==> src/hw/rtl/srht_pkg.sv <==
// ----------------------------------------------------------------------------
// srht_pkg
// Shared types and constants for the segment/rectangle hit test block.
// ----------------------------------------------------------------------------
package srht_pkg;

    // Default coordinate width for every field and clip register.
    localparam int COORD_WIDTH_DEF = 16;

    // Clip register indexes on the configuration port.
    typedef enum logic [1:0] {
        CFG_LEFT   = 2'd0,
        CFG_TOP    = 2'd1,
        CFG_RIGHT  = 2'd2,
        CFG_BOTTOM = 2'd3
    } cfg_index_t;

    // Load enables for the four payload stages of the datapath.
    typedef struct packed {
        logic s1;
        logic s2;
        logic s3;
        logic s4;
    } stage_en_t;

endpackage

==> src/hw/rtl/srht_datapath.sv <==
// ----------------------------------------------------------------------------
// srht_datapath
// Four-stage payload pipeline: endpoint ordering and x clipping, differences
// and special-case flags, cross products, and the final sign decision.
// ----------------------------------------------------------------------------
module srht_datapath #(
    parameter int COORD_WIDTH = srht_pkg::COORD_WIDTH_DEF
) (
    input  logic                          clk,
    input  srht_pkg::stage_en_t           en,
    input  logic signed [COORD_WIDTH-1:0] clip_left,
    input  logic signed [COORD_WIDTH-1:0] clip_top,
    input  logic signed [COORD_WIDTH-1:0] clip_right,
    input  logic signed [COORD_WIDTH-1:0] clip_bottom,
    input  logic signed [COORD_WIDTH-1:0] start_x,
    input  logic signed [COORD_WIDTH-1:0] start_y,
    input  logic signed [COORD_WIDTH-1:0] end_x,
    input  logic signed [COORD_WIDTH-1:0] end_y,
    output logic                          hit
);
    import srht_pkg::*;

    localparam int W  = COORD_WIDTH;
    localparam int DW = W + 1;        // coordinate differences
    localparam int PW = 2 * W + 2;    // cross products
    localparam int SW = 2 * W + 3;    // sums of two products
    localparam int XW = PW - DW;      // sign extension of a difference

    // Stage 1: endpoints ordered by x, x span clipped.
    logic signed [W-1:0] x1_reg, y1_reg, x2_reg, y2_reg, lo_reg, hi_reg;
    logic signed [W-1:0] x1_next, y1_next, x2_next, y2_next, lo_next, hi_next;
    logic                swap;

    always_comb
    begin
        swap    = start_x > end_x;
        x1_next = swap ? end_x   : start_x;
        y1_next = swap ? end_y   : start_y;
        x2_next = swap ? start_x : end_x;
        y2_next = swap ? start_y : end_y;
        lo_next = (x1_next < clip_left)  ? clip_left  : x1_next;
        hi_next = (x2_next > clip_right) ? clip_right : x2_next;
    end

    always_ff @(posedge clk)
    begin
        if (en.s1)
        begin
            x1_reg <= x1_next;
            y1_reg <= y1_next;
            x2_reg <= x2_next;
            y2_reg <= y2_next;
            lo_reg <= lo_next;
            hi_reg <= hi_next;
        end
    end

    // Stage 2: differences one bit wider than the coordinates, plus flags.
    logic signed [DW-1:0] d_reg, dy_reg, ylb_reg, ylt_reg, dlo_reg, dhi_reg;
    logic signed [DW-1:0] d_next, dy_next, ylb_next, ylt_next, dlo_next, dhi_next;
    logic                 empty2_reg, vert2_reg, vhit2_reg;
    logic                 empty2_next, vert2_next, vhit2_next;

    always_comb
    begin
        d_next   = $signed({x2_reg[W-1], x2_reg}) - $signed({x1_reg[W-1], x1_reg});
        dy_next  = $signed({y2_reg[W-1], y2_reg}) - $signed({y1_reg[W-1], y1_reg});
        ylb_next = $signed({y1_reg[W-1], y1_reg}) - $signed({clip_bottom[W-1], clip_bottom});
        ylt_next = $signed({y1_reg[W-1], y1_reg}) - $signed({clip_top[W-1], clip_top});
        dlo_next = $signed({lo_reg[W-1], lo_reg}) - $signed({x1_reg[W-1], x1_reg});
        dhi_next = $signed({hi_reg[W-1], hi_reg}) - $signed({x1_reg[W-1], x1_reg});
        empty2_next = (lo_reg > hi_reg) || (clip_top > clip_bottom);
        vert2_next  = x1_reg == x2_reg;
        vhit2_next  = ((y1_reg <= clip_bottom) || (y2_reg <= clip_bottom)) &&
                      ((y1_reg >= clip_top) || (y2_reg >= clip_top));
    end

    always_ff @(posedge clk)
    begin
        if (en.s2)
        begin
            d_reg      <= d_next;
            dy_reg     <= dy_next;
            ylb_reg    <= ylb_next;
            ylt_reg    <= ylt_next;
            dlo_reg    <= dlo_next;
            dhi_reg    <= dhi_next;
            empty2_reg <= empty2_next;
            vert2_reg  <= vert2_next;
            vhit2_reg  <= vhit2_next;
        end
    end

    // Stage 3: the four cross products, each exact at full width.
    logic signed [PW-1:0] p_yb_reg, p_yt_reg, p_lo_reg, p_hi_reg;
    logic signed [PW-1:0] p_yb_next, p_yt_next, p_lo_next, p_hi_next;
    logic                 empty3_reg, vert3_reg, vhit3_reg;

    always_comb
    begin
        p_yb_next = $signed({{XW{ylb_reg[DW-1]}}, ylb_reg}) *
                    $signed({{XW{d_reg[DW-1]}}, d_reg});
        p_yt_next = $signed({{XW{ylt_reg[DW-1]}}, ylt_reg}) *
                    $signed({{XW{d_reg[DW-1]}}, d_reg});
        p_lo_next = $signed({{XW{dy_reg[DW-1]}}, dy_reg}) *
                    $signed({{XW{dlo_reg[DW-1]}}, dlo_reg});
        p_hi_next = $signed({{XW{dy_reg[DW-1]}}, dy_reg}) *
                    $signed({{XW{dhi_reg[DW-1]}}, dhi_reg});
    end

    always_ff @(posedge clk)
    begin
        if (en.s3)
        begin
            p_yb_reg   <= p_yb_next;
            p_yt_reg   <= p_yt_next;
            p_lo_reg   <= p_lo_next;
            p_hi_reg   <= p_hi_next;
            empty3_reg <= empty2_reg;
            vert3_reg  <= vert2_reg;
            vhit3_reg  <= vhit2_reg;
        end
    end

    // Stage 4: the sign of d * (y(x) - c) at both clipped x ends, then the hit.
    logic signed [SW-1:0] e_lb, e_hb, e_lt, e_ht;
    logic                 hit_reg, hit_next;

    always_comb
    begin
        e_lb = $signed({p_yb_reg[PW-1], p_yb_reg}) + $signed({p_lo_reg[PW-1], p_lo_reg});
        e_hb = $signed({p_yb_reg[PW-1], p_yb_reg}) + $signed({p_hi_reg[PW-1], p_hi_reg});
        e_lt = $signed({p_yt_reg[PW-1], p_yt_reg}) + $signed({p_lo_reg[PW-1], p_lo_reg});
        e_ht = $signed({p_yt_reg[PW-1], p_yt_reg}) + $signed({p_hi_reg[PW-1], p_hi_reg});
        if (empty3_reg)
            hit_next = 1'b0;
        else if (vert3_reg)
            hit_next = vhit3_reg;
        else
            hit_next = (e_lb[SW-1] || (e_lb == '0) || e_hb[SW-1] || (e_hb == '0)) &&
                       (!e_lt[SW-1] || !e_ht[SW-1]);
    end

    always_ff @(posedge clk)
    begin
        if (en.s4)
            hit_reg <= hit_next;
    end

    assign hit = hit_reg;

endmodule

==> src/hw/rtl/segment_rectangle_hit_test_unit.sv <==
// ----------------------------------------------------------------------------
// segment_rectangle_hit_test_unit
// Tests a line segment against a closed clip rectangle with exact integer
// cross-multiplication.
//
//   channel  direction  handshake              payload
//   in       input      in_valid / in_stall    start_x start_y end_x end_y
//   out      output     out_valid / out_stall  hit
//   cfg      input      cfg_valid / cfg_ready  cfg_index cfg_data
//
// One segment enters per cycle while in_stall is low; its result is offered
// on out_valid once it has passed the four register stages of the datapath
// (order and clip, differences, products, sums and decision).
// Reset clears the stage valid bits and sets all clip registers to zero.
// A stall on the output holds the last stage; bubbles in front of it still
// fill, and in_stall rises only when every stage holds an item.
// ----------------------------------------------------------------------------
module segment_rectangle_hit_test_unit #(
    parameter int COORD_WIDTH = srht_pkg::COORD_WIDTH_DEF
) (
    input  logic                          clk,
    input  logic                          rst_n,
    // Configuration write channel.
    input  logic                          cfg_valid,
    output logic                          cfg_ready,
    input  srht_pkg::cfg_index_t          cfg_index,
    input  logic [COORD_WIDTH-1:0]        cfg_data,
    // Segment input channel.
    input  logic                          in_valid,
    output logic                          in_stall,
    input  logic signed [COORD_WIDTH-1:0] start_x,
    input  logic signed [COORD_WIDTH-1:0] start_y,
    input  logic signed [COORD_WIDTH-1:0] end_x,
    input  logic signed [COORD_WIDTH-1:0] end_y,
    // Result output channel.
    output logic                          out_valid,
    input  logic                          out_stall,
    output logic                          hit
);
    import srht_pkg::*;

    // Clip rectangle registers; writes to them are always taken.
    logic signed [COORD_WIDTH-1:0] left_reg, top_reg, right_reg, bottom_reg;

    assign cfg_ready = 1'b1;

    always_ff @(posedge clk or negedge rst_n)
    begin
        if (!rst_n)
        begin
            left_reg   <= '0;
            top_reg    <= '0;
            right_reg  <= '0;
            bottom_reg <= '0;
        end
        else if (cfg_valid && cfg_ready)
        begin
            case (cfg_index)
                CFG_LEFT:   left_reg   <= cfg_data;
                CFG_TOP:    top_reg    <= cfg_data;
                CFG_RIGHT:  right_reg  <= cfg_data;
                CFG_BOTTOM: bottom_reg <= cfg_data;
                default:    ;
            endcase
        end
    end

    // Stage valid bits and per-stage load conditions; a stage loads when it
    // is empty or when the stage after it loads.
    logic      v1_reg, v2_reg, v3_reg, v4_reg;
    logic      v1_next, v2_next, v3_next, v4_next;
    logic      ld1, ld2, ld3, ld4;
    stage_en_t en;

    always_comb
    begin
        ld4 = !v4_reg || !out_stall;
        ld3 = !v3_reg || ld4;
        ld2 = !v2_reg || ld3;
        ld1 = !v1_reg || ld2;
        v4_next = ld4 ? v3_reg   : v4_reg;
        v3_next = ld3 ? v2_reg   : v3_reg;
        v2_next = ld2 ? v1_reg   : v2_reg;
        v1_next = ld1 ? in_valid : v1_reg;
        en.s1 = ld1 && in_valid;
        en.s2 = ld2 && v1_reg;
        en.s3 = ld3 && v2_reg;
        en.s4 = ld4 && v3_reg;
    end

    always_ff @(posedge clk or negedge rst_n)
    begin
        if (!rst_n)
        begin
            v1_reg <= 1'b0;
            v2_reg <= 1'b0;
            v3_reg <= 1'b0;
            v4_reg <= 1'b0;
        end
        else
        begin
            v1_reg <= v1_next;
            v2_reg <= v2_next;
            v3_reg <= v3_next;
            v4_reg <= v4_next;
        end
    end

    assign in_stall  = !ld1;
    assign out_valid = v4_reg;

    // Payload pipeline.
    srht_datapath #(
        .COORD_WIDTH (COORD_WIDTH)
    ) u_datapath (
        .clk         (clk),
        .en          (en),
        .clip_left   (left_reg),
        .clip_top    (top_reg),
        .clip_right  (right_reg),
        .clip_bottom (bottom_reg),
        .start_x     (start_x),
        .start_y     (start_y),
        .end_x       (end_x),
        .end_y       (end_y),
        .hit         (hit)
    );

`ifndef SYNTHESIS
    // The input side only stalls when every stage is occupied.
    a_stall_only_when_full: assert property (@(posedge clk) disable iff (!rst_n)
        in_stall |-> (v1_reg && v2_reg && v3_reg && v4_reg))
        else $error("input stalled while the pipeline has a free stage");

    // An item moving into the last stage shows up as a result next cycle.
    a_advance_to_output: assert property (@(posedge clk) disable iff (!rst_n)
        (v3_reg && ld4) |=> out_valid)
        else $error("item lost on its way to the output stage");

    // A delivered result with nothing behind it leaves the output empty.
    a_no_repeat: assert property (@(posedge clk) disable iff (!rst_n)
        (out_valid && !out_stall && !v3_reg) |=> !out_valid)
        else $error("result repeated after its transfer");
`endif

endmodule
==> config.mk <==
export PLATFORM = sky130hd
export DESIGN_NAME = segment_rectangle_hit_test_unit
export DESIGN_NICKNAME = d
export VERILOG_FILES = /design/src/hw/rtl/srht_pkg.sv /design/src/hw/rtl/srht_datapath.sv /design/src/hw/rtl/segment_rectangle_hit_test_unit.sv
export SDC_FILE = /design/constraint.sdc
export NUM_CORES = 2
export LEC_CHECK = 0
export BUFFER_PORTS_ARGS = -buffer_cell sky130_fd_sc_hd__buf_2
export CAP_MARGIN = 10
export CORE_MARGIN = 2
export CORE_UTILIZATION = 60
export CTS_CLUSTER_DIAMETER = 100
export DETAILED_ROUTE_END_ITERATION = 12
export GPL_TIMING_DRIVEN = 0
export HOLD_SLACK_MARGIN = 0.02
export PLACE_DENSITY = 0.76
export RECOVER_POWER = 50
export SYNTH_ARGS = -nofsm -noshare
export SYNTH_HDL_FRONTEND = slang
export SYNTH_HIERARCHICAL = 1
export SYNTH_SLANG_ARGS = --single-unit
==> constraint.sdc <==
create_clock -name clk -period 7.23 [get_ports clk]
set_input_delay 0.723 -clock clk [delete_from_list [all_inputs] [get_ports clk]]
set_output_delay 0.723 -clock clk [all_outputs]
set_load 0.05 [all_outputs]
### After elaboration in Yosys (flattened, before gate mapping)

Index checks and enable logic that the tools add are counted.
W data, S select, Z words.

| word-level totals | value |
|---|---|
| bits in registers | 409 |
| input bits | 87 |
| output and inout bits | 4 |
| word-level logic and storage cells | 97 |

| operators by class | value |
|---|---|
| add/sub/neg operators | 10 |
| multipliers | 4 |
| $lt $le $gt $ge | 9 |
| equal/unequal tests | 4 |
| multiplexer cells | 7 |
| reduce and logical (&&, ||, !) cells | 32 |

Operators with widths:

| operator | number |
|---|---|
| $add A34 B34 Y35 | 4 |
| $mul A17 B17 Y34 | 4 |
| $sub A16 B16 Y17 | 6 |
| $mux W16 | 6 |
| $logic_not A35 Y1 | 2 |
| $gt A16 B16 Y1 | 4 |
| $ge A16 B16 Y1 | 2 |
| $le A16 B16 Y1 | 2 |
| $eq A16 B16 Y1 | 1 |
| $lt A16 B16 Y1 | 1 |
| $logic_or A1 B1 Y1 | 11 |
| $logic_not A1 Y1 | 8 |
| $reduce_and A2 Y1 | 4 |
| $logic_and A1 B1 Y1 | 6 |
| $eq A2 B2 Y1 const B | 2 |
| $eq A2 B1 Y1 const B | 1 |
| $logic_not A2 Y1 | 1 |
| $mux W1 | 1 |

### Longest topological paths before layout

| depth | value |
|---|---|
| depth after elaboration | 7 |
| gate-level depth with buffers | 27 |
| gate-level depth less buffers | 25 |

### Modules after synthesis

Netlist, hierarchy kept.

Modules (own cells, without submodules):

| module | times used | cells an instance | area each (µm²) | sequential area each (µm²) |
|---|---|---|---|---|
| srht_datapath | 1 | 7017 | 67194.4 | 10239.8 |
| segment_rectangle_hit_test_unit | 1 | 154 | 2593.7 | 1701.6 |

### Least setup slack after synthesis

Ideal clock, no wire load.

| timing | value |
|---|---|
| kind | register to register |
| from | register u_datapath.dy_reg[7] |
| to | register u_datapath.p_hi_reg[32] (data pin) |
| library setup time | 265 ps |
| data arrival time | 6210 ps |
| required time | 6965 ps |
| path slack | 755 ps |
| cell stages (with the launch flop) | 25 |
| path buffers | 1 |
| period minus slack after synthesis | 6475 ps |
| cells stage by stage | edfxtp_1 > clkbuf_1 > nand2_1 > fa_1 > inv_1 > fa_1 > inv_1 > fa_1 > inv_1 > fa_1 > fa_1 > inv_1 > fa_1 > inv_1 > ha_1 > a21o_1 > a21o_1 > a21oi_1 > o21ai_0 > a21o_1 > a311oi_1 > nor3_1 > a2111oi_0 > o21ai_0 > xor2_1 |

| between the ends | value |
|---|---|
| cells in the longest elaborated chain, start to end | 1 |

RTL lines:

| what | line | RTL |
|---|---|---|
| start, declared | srht_datapath.sv:59 | `logic signed [DW-1:0] d_reg, dy_reg, ylb_reg, ylt_reg, dlo_reg, dhi_reg;` |
| start signal, assigned | srht_datapath.sv:83 | `dy_reg <= dy_next;` |
| $mul A17 B17 Y34 | srht_datapath.sv:107 | `p_hi_next = $signed({{XW{dy_reg[DW-1]}}, dy_reg}) *` |
| named net u_datapath.p_hi_next[32] | srht_datapath.sv:96 | `logic signed [PW-1:0] p_yb_next, p_yt_next, p_lo_next, p_hi_next;` |
| end signal, assigned | srht_datapath.sv:118 | `p_hi_reg <= p_hi_next;` |
| end, declared | srht_datapath.sv:95 | `logic signed [PW-1:0] p_yb_reg, p_yt_reg, p_lo_reg, p_hi_reg;` |

The timed path passes the listed nets, and every way through them passes these cells.
A chain may end at the register's enable or synchronous reset.

### Worst setup path in the final report

| timing | value |
|---|---|
| from | register u_datapath.dy_reg[2] |
| to | register u_datapath.p_lo_reg[32] (data pin) |

| between the ends | value |
|---|---|
| cells in the longest elaborated chain, start to end | 1 |

RTL lines:

| what | line | RTL |
|---|---|---|
| $mul A17 B17 Y34 | srht_datapath.sv:105 | `p_lo_next = $signed({{XW{dy_reg[DW-1]}}, dy_reg}) *` |
| named net u_datapath.p_lo_next[32] | srht_datapath.sv:96 |  |
| end signal, assigned | srht_datapath.sv:117 | `p_lo_reg <= p_lo_next;` |
| end, declared | srht_datapath.sv:95 |  |

The timed path passes the listed nets, and every way through them passes these cells.

==> results_dict.tcl <==
set metrics [dict create \
    grt.overflow.total 0 \
    antenna_found_initial 15 \
    drive_gt1_share_pct 9.12 \
    worstSetupPathType "flop to flop" \
    required_ns 7.53 \
    syn-instance-count 7171 \
    cts.sinks 409 \
    ioPinCount 91 \
    grt_pass1_vias 55226 \
    start_util_pct 60.3 \
    tightest_slew_ns 3.74 \
    yosysWarnings 6 \
    numPortBuffers 89 \
    maxSlewHeadroom_pct -149 \
    htreeDepth 2 \
    violations "max-capacitance violations, max-slew violations" \
    worstPathArrival_ns 7.45 \
    clockRootBuffer "clkbuf_16" \
    clock_latency_ns 0.64 \
    holdPathEnd "v1_reg$_DFFE_PN0P_" \
    worst_slack_ns 0.0822 \
    hold_path_depth 2 \
    rrSetupSlack_ns 0.08 \
    drcViolationCount 0 \
    worst_setup_path_start_kind "flop" \
    drt-met1-wl_um 79900 \
    synthesis.nets 9133 \
    vias_per_cell 5.91 \
    status "finished with violations" \
    rr_endpoint "u_datapath/p_lo_reg[32]$_DFFE_PP_" \
    die-height_um 345 \
    timing.fmax_mhz 140 \
    ys_seq_elements 409 \
    synthArstFlopShare_pct 16.6 \
    grt_first_pass_wirelength_um 322000 \
    globalplace.congestion 1.03 \
    wl_met2_um 92000 \
    critPathCaptureType "flop" \
    drt_first_iter_violations 4801 \
    die_area_mm2 0.119 \
    cts_buffers 47 \
    hold_class "input port to flop" \
    yosysSeqAreaShare_pct 17.1 \
    rows 125 \
    setup_violations 0 \
    period_share_pct 98.9 \
    num_vias 53294 \
    dr.pass1.iters 8 \
    multi_input_area_mm2 0.0519 \
    fin_crit_ns 7.15 \
    grt_start_max_net_pins 69 \
    area_growth_pct 8.31 \
    avgSynthCellArea_um2 9.73 \
    max-clock-path-buffers 3 \
    ant_nets 0 \
    grt_usage_pct 35.7 \
    reg2reg_depth 21 \
    wl_met3_um 22400 \
    cts_hold_buf 0 \
    finClkSkew_ns 0.0258 \
    maxCapViolCount 5 \
    wl_per_cell_um 23.3 \
    coreArea_mm2 0.116 \
    final_hold_viol_count 0 \
    fin_nets 9414 \
    hold_start "in_valid" \
    regArea_mm2 0.0119 \
    ys_types 85 \
    path_clk_slew_ns 0.06 \
    ys.flop_type "edfxtp_1" \
    die_x_um 345 \
    wl_um 210000 \
    synth_edf_count 341 \
    netlist_area_mm2 0.0698 \
    fillCellCount 9246 \
    dp_hpwl_um 173000 \
    crit_fanout 10 \
    top_layer_used "met5" \
    cts_tree "done" \
    dpl_worst_slack_ns -1.52 \
    worstReg2RegStart "u_datapath/dy_reg[2]$_DFFE_PP_" \
    maxSlewViolCount 305 \
]
kinds of logic after synthesis:
group / after synthesis / share of synthesized area, %
AO/OA/AOI/OAI: 816 / 7.55
XOR/XNOR: 228 / 2.86
adder cells (fa/ha/maj): 1875 / 46.4
buffers and inverters: 1680 / 9.08
flip-flops: 409 / 17.1
multiplexers: 158 / 2.53
other: 1 / 0.00537
AND/OR/NAND/NOR: 2004 / 14.4
through the flow:
stage                     area (µm²)  hold WS (ns)    TNS, ns  util, %  cells
after floorplan                69800         0.400          0        -   7171
after global placement         72100         0.406     -14.79     62.3   8784
after detailed placement       72300         0.412     -17.65     62.4   8788
after CTS                      74600         0.210  -0.000931     64.5   8924
after global routing           75600         0.295     -0.155     65.3   9014
final                          75600         0.313          0     65.3   9022
placed cells by master (no fill, tap or decap), drive strengths merged, types with 15 or more instances in the layout:
master,count
a21boi,34
a21o,105
a21oi,214
a31oi,31
and2,597
and3,23
buf,283
clkbuf,221
clkinv,22
dfrtp,68
edfxtp,341
fa,1192
ha,683
inv,1467
mux2,145
nand2,695
nand2b,60
nand3,84
nand3b,15
nand4,62
nor2,260
nor2b,59
nor3,72
nor4,15
o2111ai,18
o211ai,23
o21a,58
o21ai,181
o21bai,23
or3,23
xnor2,183
xor2,45
Yosys cell counts, types with 31 or more instances:
library cell | n | share of area, %
a21boi_0 | 34 | 0.37
fa_1 | 1192 | 34
nor2b_1 | 59 | 0.53
nor2_1 | 259 | 1.4
ha_1 | 683 | 12
nand2_1 | 695 | 3.7
dfrtp_1 | 68 | 2.4
edfxtp_1 | 341 | 15
inv_1 | 1458 | 7.8
mux2_2 | 145 | 2.3
nand2b_1 | 60 | 0.54
nor3_1 | 72 | 0.52
nand3_1 | 83 | 0.60
nand4_1 | 62 | 0.56
xor2_1 | 45 | 0.56
xnor2_1 | 183 | 2.3
a21o_1 | 105 | 1.1
and2_1 | 597 | 5.4
o21a_1 | 58 | 0.62
o21ai_0 | 180 | 1.3
clkbuf_1 | 208 | 1.1
a31oi_1 | 31 | 0.28
a21oi_1 | 214 | 1.5
layer usage:
| metal | track usage [%] | up-vias |
|---|---|---|
| met2 | 54.6 | 2702 |
| li1 | - | 23307 |
| met5 | 0.280 | - |
| met4 | 21.4 | 10 |
| met3 | 8.57 | 651 |
| met1 | 46.5 | 26624 |
critical path, cell delays in order (launching register included):
cell      delay, ns
edfxtp_1       0.57
clkbuf_1       0.51
and2_1         0.25
fa_1           0.46
fa_1           0.47
ha_1           0.21
fa_1           0.48
inv_1          0.05
fa_1           0.44
fa_1           0.51
inv_1          0.04
ha_1           0.20
or4_1          0.53
o22a_1         0.25
and4_1         0.25
o31ai_1        0.38
a21oi_1        0.22
a21oi_2        0.17
buf_4          0.16
nand2_1        0.08
and3_1         0.15
a311o_1        0.42
worst max path at each step:
stage	start	endpoint	slack, ns	cells past startpoint
floorplan	u_datapath/dy_reg[7]$_DFFE_PP_	u_datapath/p_hi_reg[32]$_DFFE_PP_	0.76	24
global placement	u_datapath/dy_reg[8]$_DFFE_PP_	u_datapath/p_hi_reg[32]$_DFFE_PP_	-1.35	23
detailed placement	u_datapath/dy_reg[7]$_DFFE_PP_	u_datapath/p_hi_reg[32]$_DFFE_PP_	-1.52	24
CTS	u_datapath/dy_reg[16]$_DFFE_PP_	u_datapath/p_hi_reg[32]$_DFFE_PP_	-0.0009	24
global route	u_datapath/d_reg[2]$_DFFE_PP_	u_datapath/p_yb_reg[33]$_DFFE_PP_	-0.12	23
finish	u_datapath/dy_reg[2]$_DFFE_PP_	u_datapath/p_lo_reg[32]$_DFFE_PP_	0.08	21
repair_timing:
action | 4_1_cts | 5_1_grt
setup endpoints to repair | 32 | 24
gates resized for setup | 183 | 201
pin swaps | 7 | 20
buffers inserted | 52 | 95
final cells by class:
type	count	area share, %
antenna	8	0.0265
buffer	213	1.55
clock buffer	51	1.60
clock inverter	36	0.442
inverter	1459	7.25
multi-input combinational	5082	68.6
sequential	409	15.8
tap	1524	2.52
timing repair buffer	240	2.19
Power is left out: the tool's default activity adds up to more than one toggle a clock period on the data nets, which glitch-free logic cannot reach.
